`src/rtl/gpio_pin_table_edge_interrupt_core_defines.svh`:
```
// ============================================================================
// GPIO pin table assertion macros
// Shorthand for the concurrent checks at the end of the pin table core.
// ============================================================================
`ifndef GPIO_PIN_TABLE_EDGE_INTERRUPT_CORE_DEFINES_SVH
`define GPIO_PIN_TABLE_EDGE_INTERRUPT_CORE_DEFINES_SVH

// Same-cycle implication on clk, disabled while rst_n is low.
`define GPTE_ASSERT_IMP(label, ante, cons) \
    label: assert property (@(posedge clk) disable iff (!rst_n) (ante) |-> (cons)) \
        else $error("pin table check failed");

// Next-cycle implication on clk, disabled while rst_n is low.
`define GPTE_ASSERT_NXT(label, ante, cons) \
    label: assert property (@(posedge clk) disable iff (!rst_n) (ante) |=> (cons)) \
        else $error("pin table check failed");

`endif

```
`src/rtl/gpte_pkg.sv`:
```
// ============================================================================
// GPIO pin table package
// Request and interrupt mode codes and the fixed field widths of the core.
// ============================================================================
`timescale 1ns / 1ps

package gpte_pkg;

    // Fixed widths of the item fields.
    localparam int REQ_W       = 3;
    localparam int PIN_W       = 8;
    localparam int VALUE_W     = 16;
    localparam int MODE_W      = 2;
    localparam int LEVEL_OUT_W = 10;

    // Request codes.
    typedef enum logic [REQ_W-1:0] {
        REQ_ANALOG  = 3'd0,
        REQ_DIGITAL = 3'd1,
        REQ_READ    = 3'd2,
        REQ_ATTACH  = 3'd3,
        REQ_DETACH  = 3'd4,
        REQ_ENABLE  = 3'd5
    } req_t;

    // Interrupt mode codes.
    typedef enum logic [MODE_W-1:0] {
        MODE_NONE    = 2'd0,
        MODE_CHANGE  = 2'd1,
        MODE_RISING  = 2'd2,
        MODE_FALLING = 2'd3
    } mode_t;

    // Widest level the core can hold, used to report a level in its field.
    typedef logic [VALUE_W-1:0] wide_level_t;

endpackage

```
`src/rtl/gpio_pin_table_edge_interrupt_core.sv`:
```
// ============================================================================
// GPIO pin table with edge interrupts
// One entry per pin holding a level and an interrupt mode. Writes, reads,
// attach and detach requests address one entry; a write whose digital edge
// matches the pin's mode raises an interrupt naming the pin.
//
//   Channel | Handshake                  | Payload
//   --------+----------------------------+------------------------------------
//   input   | in_valid / in_stall        | req_type pin write_value irq_mode
//           |                            | enable
//   output  | out_valid / out_stall      | level digital irq_fire irq_pin
//
// The entry is read into the read register at the accepting edge, modified in
// the modify stage and written back as the item moves to the output register.
// With the output free one item is accepted per cycle; the last write is
// forwarded so that consecutive items on one pin agree.
// Reset clears per-entry valid bits, so the table reads as zero at once.
// A held result stalls the input once the modify stage is also occupied.
// ============================================================================
`timescale 1ns / 1ps

`include "gpio_pin_table_edge_interrupt_core_defines.svh"

module gpio_pin_table_edge_interrupt_core #(
    parameter int PIN_COUNT  = 256,
    parameter int LEVEL_BITS = 10
) (
    input  logic                              clk,
    input  logic                              rst_n,
    // Request channel
    input  logic                              in_valid,
    output logic                              in_stall,
    input  logic [gpte_pkg::REQ_W-1:0]        req_type,
    input  logic [gpte_pkg::PIN_W-1:0]        pin,
    input  logic [gpte_pkg::VALUE_W-1:0]      write_value,
    input  logic [gpte_pkg::MODE_W-1:0]       irq_mode,
    input  logic                              enable,
    // Result channel
    output logic                              out_valid,
    input  logic                              out_stall,
    output logic [gpte_pkg::LEVEL_OUT_W-1:0]  level,
    output logic                              digital,
    output logic                              irq_fire,
    output logic [gpte_pkg::PIN_W-1:0]        irq_pin
);

    localparam int PIN_IDX_W = (PIN_COUNT > 1) ? $clog2(PIN_COUNT) : 1;
    localparam logic [gpte_pkg::PIN_W:0] PIN_LIMIT = (gpte_pkg::PIN_W + 1)'(PIN_COUNT);

    typedef struct packed {
        logic [gpte_pkg::MODE_W-1:0] mode;
        logic [LEVEL_BITS-1:0]       lvl;
    } entry_t;

    // Pin memory and its registered read port.
    entry_t                         pin_mem [PIN_COUNT];
    entry_t                         mem_q_reg;
    logic [PIN_COUNT-1:0]           entry_valid_reg;

    // Modify stage.
    logic                           s1_valid_reg;
    logic [gpte_pkg::REQ_W-1:0]     s1_req_reg;
    logic [gpte_pkg::PIN_W-1:0]     s1_pin_reg;
    logic [gpte_pkg::VALUE_W-1:0]   s1_value_reg;
    logic [gpte_pkg::MODE_W-1:0]    s1_mode_reg;
    logic                           s1_enable_reg;

    // Last written entry, forwarded to the item that follows.
    logic                           fwd_valid_reg;
    logic [gpte_pkg::PIN_W-1:0]     fwd_pin_reg;
    entry_t                         fwd_entry_reg;

    logic                           global_irq_enable_reg;
    logic                           global_irq_enable_next;

    // Output register.
    logic                              out_valid_reg;
    logic [gpte_pkg::LEVEL_OUT_W-1:0]  level_reg;
    logic [gpte_pkg::LEVEL_OUT_W-1:0]  level_next;
    logic                              digital_reg;
    logic                              digital_next;
    logic                              irq_fire_reg;
    logic                              irq_fire_next;
    logic [gpte_pkg::PIN_W-1:0]        irq_pin_reg;
    logic [gpte_pkg::PIN_W-1:0]        irq_pin_next;

    logic                           in_accept;
    logic                           s1_advance;
    logic [PIN_IDX_W-1:0]           in_idx;
    logic [PIN_IDX_W-1:0]           s1_idx;
    logic                           s1_in_range;
    entry_t                         old_entry;
    entry_t                         new_entry;
    logic                           mem_we;
    logic                           store_lvl;
    logic                           was_high;
    logic                           is_high;
    logic                           rise;
    logic                           fall;
    logic                           edge_match;
    gpte_pkg::wide_level_t          lvl_wide;

    // Handshake: the modify stage moves on when the output register is free.
    assign s1_advance = s1_valid_reg && (!out_valid_reg || !out_stall);
    assign in_stall   = s1_valid_reg && !s1_advance;
    assign in_accept  = in_valid && !in_stall;

    assign in_idx      = pin[PIN_IDX_W-1:0];
    assign s1_idx      = s1_pin_reg[PIN_IDX_W-1:0];
    assign s1_in_range = {1'b0, s1_pin_reg} < PIN_LIMIT;

    // Current entry: forwarded write, else memory, else the reset value.
    always_comb
    begin
        priority if (fwd_valid_reg && (fwd_pin_reg == s1_pin_reg))
        begin
            old_entry = fwd_entry_reg;
        end
        else if (entry_valid_reg[s1_idx])
        begin
            old_entry = mem_q_reg;
        end
        else
        begin
            old_entry = '0;
        end
    end

    // Modify the entry according to the request.
    always_comb
    begin
        new_entry = old_entry;
        store_lvl = 1'b0;
        mem_we    = 1'b0;
        unique case (s1_req_reg)
            gpte_pkg::REQ_ANALOG:
            begin
                new_entry.lvl = s1_value_reg[LEVEL_BITS-1:0];
                store_lvl     = 1'b1;
                mem_we        = s1_in_range;
            end
            gpte_pkg::REQ_DIGITAL:
            begin
                new_entry.lvl = (s1_value_reg == '0) ? '0 : {LEVEL_BITS{1'b1}};
                store_lvl     = 1'b1;
                mem_we        = s1_in_range;
            end
            gpte_pkg::REQ_ATTACH:
            begin
                new_entry.mode = s1_mode_reg;
                mem_we         = s1_in_range;
            end
            gpte_pkg::REQ_DETACH:
            begin
                new_entry.mode = gpte_pkg::MODE_NONE;
                mem_we         = s1_in_range;
            end
            default:
            begin
                mem_we = 1'b0;
            end
        endcase
    end

    // Edge detection against the pin's interrupt mode.
    assign was_high = old_entry.lvl != '0;
    assign is_high  = new_entry.lvl != '0;
    assign rise     = !was_high && is_high;
    assign fall     = was_high && !is_high;

    always_comb
    begin
        unique case (old_entry.mode)
            gpte_pkg::MODE_CHANGE:  edge_match = rise || fall;
            gpte_pkg::MODE_RISING:  edge_match = rise;
            gpte_pkg::MODE_FALLING: edge_match = fall;
            default:                edge_match = 1'b0;
        endcase
    end

    // Result of the item in the modify stage.
    assign lvl_wide = gpte_pkg::wide_level_t'(new_entry.lvl);

    always_comb
    begin
        if (s1_in_range)
        begin
            level_next    = lvl_wide[gpte_pkg::LEVEL_OUT_W-1:0];
            digital_next  = is_high;
            irq_fire_next = store_lvl && global_irq_enable_reg && edge_match;
        end
        else
        begin
            level_next    = '0;
            digital_next  = 1'b0;
            irq_fire_next = 1'b0;
        end
        irq_pin_next = irq_fire_next ? s1_pin_reg : '0;
    end

    // The global enable follows its own request whatever the pin.
    assign global_irq_enable_next =
        (s1_advance && (s1_req_reg == gpte_pkg::REQ_ENABLE)) ? s1_enable_reg
                                                             : global_irq_enable_reg;

    // Pin memory: write back from the modify stage, read for a new item.
    always_ff @(posedge clk)
    begin
        if (s1_advance && mem_we)
        begin
            pin_mem[s1_idx] <= new_entry;
        end
        if (in_accept)
        begin
            mem_q_reg <= pin_mem[in_idx];
        end
    end

    // Control state.
    always_ff @(posedge clk or negedge rst_n)
    begin
        if (!rst_n)
        begin
            s1_valid_reg          <= 1'b0;
            out_valid_reg         <= 1'b0;
            fwd_valid_reg         <= 1'b0;
            entry_valid_reg       <= '0;
            global_irq_enable_reg <= 1'b1;
        end
        else
        begin
            priority if (in_accept)
            begin
                s1_valid_reg <= 1'b1;
            end
            else if (s1_advance)
            begin
                s1_valid_reg <= 1'b0;
            end
            priority if (s1_advance)
            begin
                out_valid_reg <= 1'b1;
            end
            else if (!out_stall)
            begin
                out_valid_reg <= 1'b0;
            end
            if (s1_advance && mem_we)
            begin
                fwd_valid_reg           <= 1'b1;
                entry_valid_reg[s1_idx] <= 1'b1;
            end
            global_irq_enable_reg <= global_irq_enable_next;
        end
    end

    // Payload registers.
    always_ff @(posedge clk)
    begin
        if (in_accept)
        begin
            s1_req_reg    <= req_type;
            s1_pin_reg    <= pin;
            s1_value_reg  <= write_value;
            s1_mode_reg   <= irq_mode;
            s1_enable_reg <= enable;
        end
        if (s1_advance && mem_we)
        begin
            fwd_pin_reg   <= s1_pin_reg;
            fwd_entry_reg <= new_entry;
        end
        if (s1_advance)
        begin
            level_reg    <= level_next;
            digital_reg  <= digital_next;
            irq_fire_reg <= irq_fire_next;
            irq_pin_reg  <= irq_pin_next;
        end
    end

    assign out_valid = out_valid_reg;
    assign level     = level_reg;
    assign digital   = digital_reg;
    assign irq_fire  = irq_fire_reg;
    assign irq_pin   = irq_pin_reg;

    // Checks.
    `GPTE_ASSERT_IMP(a_fire_needs_enable, out_valid_reg && irq_fire_reg, global_irq_enable_reg)
    `GPTE_ASSERT_IMP(a_quiet_pin_zero, out_valid_reg && !irq_fire_reg, irq_pin_reg == '0)
    `GPTE_ASSERT_IMP(a_stall_only_when_busy, in_stall, s1_valid_reg && out_valid_reg)
    `GPTE_ASSERT_NXT(a_held_item_stays, in_stall, s1_valid_reg && $stable(s1_pin_reg))

endmodule
```
`config.mk`:
```
export PLATFORM = sky130hd
export DESIGN_NAME = gpio_pin_table_edge_interrupt_core
export DESIGN_NICKNAME = d
export VERILOG_FILES = /design/src/rtl/gpte_pkg.sv /design/src/rtl/gpio_pin_table_edge_interrupt_core.sv
export VERILOG_INCLUDE_DIRS = /design/src /design/src/rtl
export SDC_FILE = /design/constraint.sdc
export NUM_CORES = 2
export LEC_CHECK = 0
export ABC_AREA = 1
export BUFFER_PORTS_ARGS = -buffer_cell sky130_fd_sc_hd__buf_2
export CORE_ASPECT_RATIO = 1.5
export CORE_MARGIN = 2
export CORE_UTILIZATION = 40
export DETAILED_ROUTE_END_ITERATION = 16
export HOLD_SLACK_MARGIN = 0.12
export SLEW_MARGIN = 20
export SYNTH_ARGS = -nofsm -noshare
export SYNTH_HDL_FRONTEND = slang
export SYNTH_SLANG_ARGS = --single-unit
```
`constraint.sdc`:
```
create_clock -name clk -period 10.2 [get_ports clk]
set_input_delay 2.04 -clock clk [delete_from_list [all_inputs] [get_ports clk]]
set_output_delay 2.04 -clock clk [all_outputs]
set_load 0.01 [all_outputs]
```
# Word-level counts from Yosys, hierarchy flattened
# Memory sizes are Yosys's and may differ from the RTL's. A register that Yosys moved wholly into a read port is not among the register bits.
# Index checks and enable logic that the tools add are counted.
# op_classes
order_cmp,2
eq_ne,9
mux,18
bitwise_logic,1
n_reduce_logical,26
# ops
op,n
$or A256 B256 Y256,1
$mux W12,2
$pmux W10 S2,1
$reduce_bool A10 Y1,2
$logic_not A16 Y1,1
$logic_and A1 B1 Y1,11
$mux W1,10
$mux W10,1
$lt A8 B9 Y1 const B,1
$bmux W1 S8,1
$demux W1 S8,1
$eq A8 B8 Y1,1
$ge A8 B1 Y1 const B,1
$eq A3 B3 Y1 const B,2
$logic_not A1 Y1,6
$eq A2 B2 Y1 const B,2
$pmux W2 S2,1
$reduce_or A4 Y1,1
$eq A3 B1 Y1 const B,1
$eq A3 B2 Y1 const B,1
$logic_not A3 Y1,1
$pmux W1 S3,1
$eq A2 B1 Y1 const B,1
$logic_or A1 B1 Y1,2
other kinds (3),3
# totals
register_bits,330
ram_bits,3072
inputBits,34
output_inout_bits,22
word_cells,74
n_memories,1
# mem_list
name,words,word_bits,rd,rd_ports_with_merged_regs,write_ports,line,text
pin_mem,256,12,1,1,1,gpio_pin_table_edge_interrupt_core.sv:56,entry_t pin_mem [PIN_COUNT];

# Logic depth before layout (Yosys ltp)
# logic_depth
word_depth,11
ltp_mapped,30
mapped_depth_nobuf,26

# Worst setup path after synthesis
# Ideal clock, no wire load.
# synth_path
kind,reg-to-reg
startpoint,"register s1_pin_reg, in the netlist s1_idx[0]"
endpoint,register fwd_entry_reg[10] (netlist name) (data pin)
setup_ns,1.600
arrival_ns,8.792
t_required_ns,8.600
slack_ns,-0.192
stages_incl_launch_ff,20
path_buffers,4
synth_period_minus_slack_ns,10.392
path_cell_list,edfxtp_1 > buf_6 > buf_6 > buf_2 > o21ai_0 > nand2_1 > nand2_1 > nand2_1 > nand2_1 > o21ai_1 > nand2_1 > nor2_1 > nor2_1 > nor2_1 > nand2_2 > buf_6 > nand3_1 > nand2_1 > inv_1 > o22ai_1
# synth_lines
item,line,text
from (decl),gpio_pin_table_edge_interrupt_core.sv:63,logic [gpte_pkg::PIN_W-1:0] s1_pin_reg;
from (signal assigned),gpio_pin_table_edge_interrupt_core.sv:263,s1_pin_reg <= pin;
to (signal assigned),gpio_pin_table_edge_interrupt_core.sv:271,fwd_entry_reg <= new_entry;
to (decl),gpio_pin_table_edge_interrupt_core.sv:71,entry_t fwd_entry_reg;

# Worst setup path after layout
# layout_path
startpoint,"register s1_pin_reg, in the netlist s1_idx[1]"
endpoint,memory pin_mem[72][1] (netlist name) (data pin)
# layout_between
elab_chain_cells,5
word_cells_on_any_way,7
cone_classes,eq/ne: 1; mux: 5; reduce/logical: 1
# layout_lines
item,line,text
$bmux W1 S8,gpio_pin_table_edge_interrupt_core.sv:119,else if (entry_valid_reg[s1_idx])
$mux W1 (implied by the code),gpio_pin_table_edge_interrupt_core.sv:119,
$mux W12,gpio_pin_table_edge_interrupt_core.sv:119,
$mux W12 *,gpio_pin_table_edge_interrupt_core.sv:115,priority if (fwd_valid_reg && (fwd_pin_reg == s1_pin_reg))
$pmux W10 S2 *,gpio_pin_table_edge_interrupt_core.sv:135,unique case (s1_req_reg)
net level_next (one bit),gpio_pin_table_edge_interrupt_core.sv:79,logic [gpte_pkg::LEVEL_OUT_W-1:0] level_next;
to (decl),gpio_pin_table_edge_interrupt_core.sv:56,
# Mark *: on every way through the listed nets, which the timed path passes. The rest lies on a longest branch. The select of a mux whose other input is x is not followed.

==> metrics.yaml <==
status: "finished, final reports clean"
viasPerCell: 5.85
synthTopCellsByCount: "3154 x edfxtp_1, 2347 x nor2_1, 2123 x o21ai_0"
cp_slowest_cell: "buf_4"
crit_chain: "inv_4 -> buf_4 -> nor2_2 -> a21oi_1 -> nand2_1 -> nand2_1 -> nand2_1 -> o21ai_1 -> nand2_1 -> nor2_1 -> nor2_1 -> nor2_1 -> nand2_2 -> nand2_1 -> nand2_1 -> nand2_1 -> nand2_4 -> buf_16 -> buf_4 -> buf_4"
yosysMostFrequentCell: "edfxtp_1"
io_buffers: 55
fmax_ghz: 0.153
crit_path_frequent_cell: "nand2_1"
synth.area.top_cells: "edfxtp_1 70%, o21ai_0 7.8%, nor2_1 6.5%, dfrtp_1 4.8%, o22ai_1 4.4%"
hold_buffers: 0
fin_hold_ws_ps: 453
via_count: 90200
endpoint_kind: "flop"
maxCapViolCount: 0
relSlewSlack_pct: 16.3
root_buffer: "clkbuf_16"
start_util_pct: 40.2
clk_latency_ps: 920
critPathBufInv: 5
cts_tree: "built"
crit_type: "reg -> reg"
utilization_pct: 44.9
reg2regPathDepth: 20
gr-total-overflow: 0
drt_iter0_drc: 10800
track_usage_pct: 23.9
nets: 10700
ir_worst_vdd_mv: 0.148
cp.arrival_ps: 7070
ant_nets: 0
leakage_nw: 50.5
drive_above_1_share_pct: 10.4
finalInstanceArea_sq_um: 151000
io_pins: 56
grt_first_pass_wirelength_um: 607000
reg2reg_to: "pin_mem[72][1]$_DFFE_PP_"
async_flop_share_pct: 7.62
drv_slew: 0
grt_max_degree: 200
antenna_found_initial: 7
min_from: "entry_valid_reg[224]$_DFFE_PN0P_"
synth_edf_count: 3154
synth.top_cell.area_share_pct: 70.0
yosysUniqueCellTypes: 36
hold_depth: 2
period_needed_ps: 6520
syn_avg_cell_area_sq_um: 12.5
clk_pin_slew_worst_paths_ps: 60
numCtsBuffers: 312
yosysWarnings: 0
dieArea_sq_um: 343000
drc: 0
die_w_um: 479
place.gp.congestion: 0.896
core_sq_um: 337000
wl_um: 422000
dr.pass1.iters: 6
synth_area_sq_um: 135000
cts_resized: 0
dpl_cell_area_sq_um: 141000
worst_slew_pin_slew_ps: 1250
area_growth_pct: 11.8
htree_levels: 5
critPathTopFamily: "simple AND/OR/NAND/NOR gates"
rsz0062_at_grt: "no"
finalSetupViolCount: 0
post-cts-setup-buffers: 0
fp.dieH_um: 716
hold_violations: 0
regToRegStartpoint: "s1_idx[1]$_DFFE_PP_"
cts.sinks: 3414
hpwl_um: 239000
hold_end: "entry_valid_reg[224]$_DFFE_PN0P_"
cts_buffer_depth: 4
syn_inst: 10800
cp.required_ps: 10750
path_max_fanout: 92
worstHoldPathType: "reg -> reg"
fin_crit_sh_pct: 63.9
tns_ps: 0
instances_no_fill: 15400
ys_ff_latch: 3414
start_kind: "flop"
synth_fp_nets: 10900
fp-row-count: 261
reg2reg_slack_ps: 3680
wl_per_cell_um: 27.4
synth_area_leader_cell: "edfxtp_1"
seq_area_frac_synth_pct: 74.8
fin_skew_ps: 78.3
synth-main-ff-cell: "edfxtp_1"
crit_path_max_incr_delay_ps: 840
dp.cells: 14900
largest_reg_flops: 3072
power_density_nw_per_um2: 198
grt_pass1_vias: 88100
==> metrics by stage <==
step	total power [W]	setup slack, ps
floorplan	0.0175	387
global placement	0.0183	3720
detailed placement	0.0184	3870
CTS	0.0300	3840
global route	0.0307	3500
finish	0.0299	3680
==> cells in the final DEF, fill, tap and decap left out, types with 4 or more instances in the layout <==
cell       Yosys  routed
edfxtp_1    3154    3154
nor2_1      2347    2187
o21ai_0     2123    2116
o22ai_1      947     943
nand2_1      675     654
clkbuf_16      0     317
dfrtp_1      259     259
buf_4         12     255
nor2_2         2     156
or2_2        156     156
inv_1        155     148
clkbuf_1     639      70
clkinv_1       2      60
nand3_1       60      57
buf_2         98      49
o21ai_1       40      47
clkinv_2       0      39
o32ai_1       42      38
a21oi_1       38      37
bufinv_16      0      32
buf_12         0      28
nand2_2        4      20
clkbuf_8       0      17
nand4_1       10      10
nor2_4         0       6
nor4_1         6       6
nor3_1         6       6
o31ai_1        6       6
clkinv_8       0       6
inv_6          0       6
nand2_4        0       5
inv_8          0       5
inv_4          1       4
o32ai_2        0       4
buf_8          0       4
==> worst min-delay path, cell delays in order, from the launching register on <==
cell and delay [ps]:
dfrtp_1 320, inv_1 40, o21ai_0 50
==> worst max path at each step <==
| stage | from | end | cells past startpoint |
|---|---|---|---|
| 6_report | s1_idx[1]$_DFFE_PP_ | pin_mem[72][1]$_DFFE_PP_ | 20 |
| 3_3_place_gp | pin[0] | mem_q_reg[6]$_DFFE_PP_ | 13 |
| 5_1_grt | s1_idx[1]$_DFFE_PP_ | pin_mem[72][1]$_DFFE_PP_ | 20 |
| 4_1_cts | s1_idx[1]$_DFFE_PP_ | pin_mem[225][1]$_DFFE_PP_ | 20 |
| 2_1_floorplan | s1_idx[0]$_DFFE_PP_ | fwd_entry_reg[7]$_DFFE_PP_ | 18 |
| 3_5_place_dp | s1_idx[1]$_DFFE_PP_ | pin_mem[77][1]$_DFFE_PP_ | 20 |
==> cell type report <==
class	count	area, sq um
Sequential cell	3414	101000
Antenna cell	2	5.00
Clock inverter	147	1580
Multi-Input combinational cell	6475	30900
Fill cell	30000	185000
Tap cell	4471	5590
Inverter	161	653
Timing Repair Buffer	343	2910
Clock buffer	403	8420
==> kinds of logic (layout without fill, tap and decap cells) <==
logic type	count (synthesis)	in the layout	share of synthesized area, %
buffers and inverters	952	1054	2.85
adder cells (fa/ha/maj)	2	2	0.0185
AND/OR/NAND/NOR	3271	3271	9.50
flip-flops	3414	3414	74.8
XOR/XNOR	4	4	0.0259
other	0	2	0
AO/OA/AOI/OAI	3198	3198	12.8
==> report_power, final <==
group	total, W	internal (W)	switching [W]	leakage (nW)
clock network	0.0118	0.00664	0.00516	4.88
logic	0.00232	0.000463	0.00186	13.8
registers	0.0158	0.0158	0.0000407	31.8
total	0.0299	0.0229	0.00706	50.5
==> per-layer routing <==
layer,up-vias,wire length [um],track usage (%)
li1,39300,-,-
met1,45800,153000,28.6
met2,4137,210000,40.9
met3,1019,28400,2.78
met4,0,30300,15.2
met5,-,0,0
No activity file was read; power rests on OpenSTA's default activity.
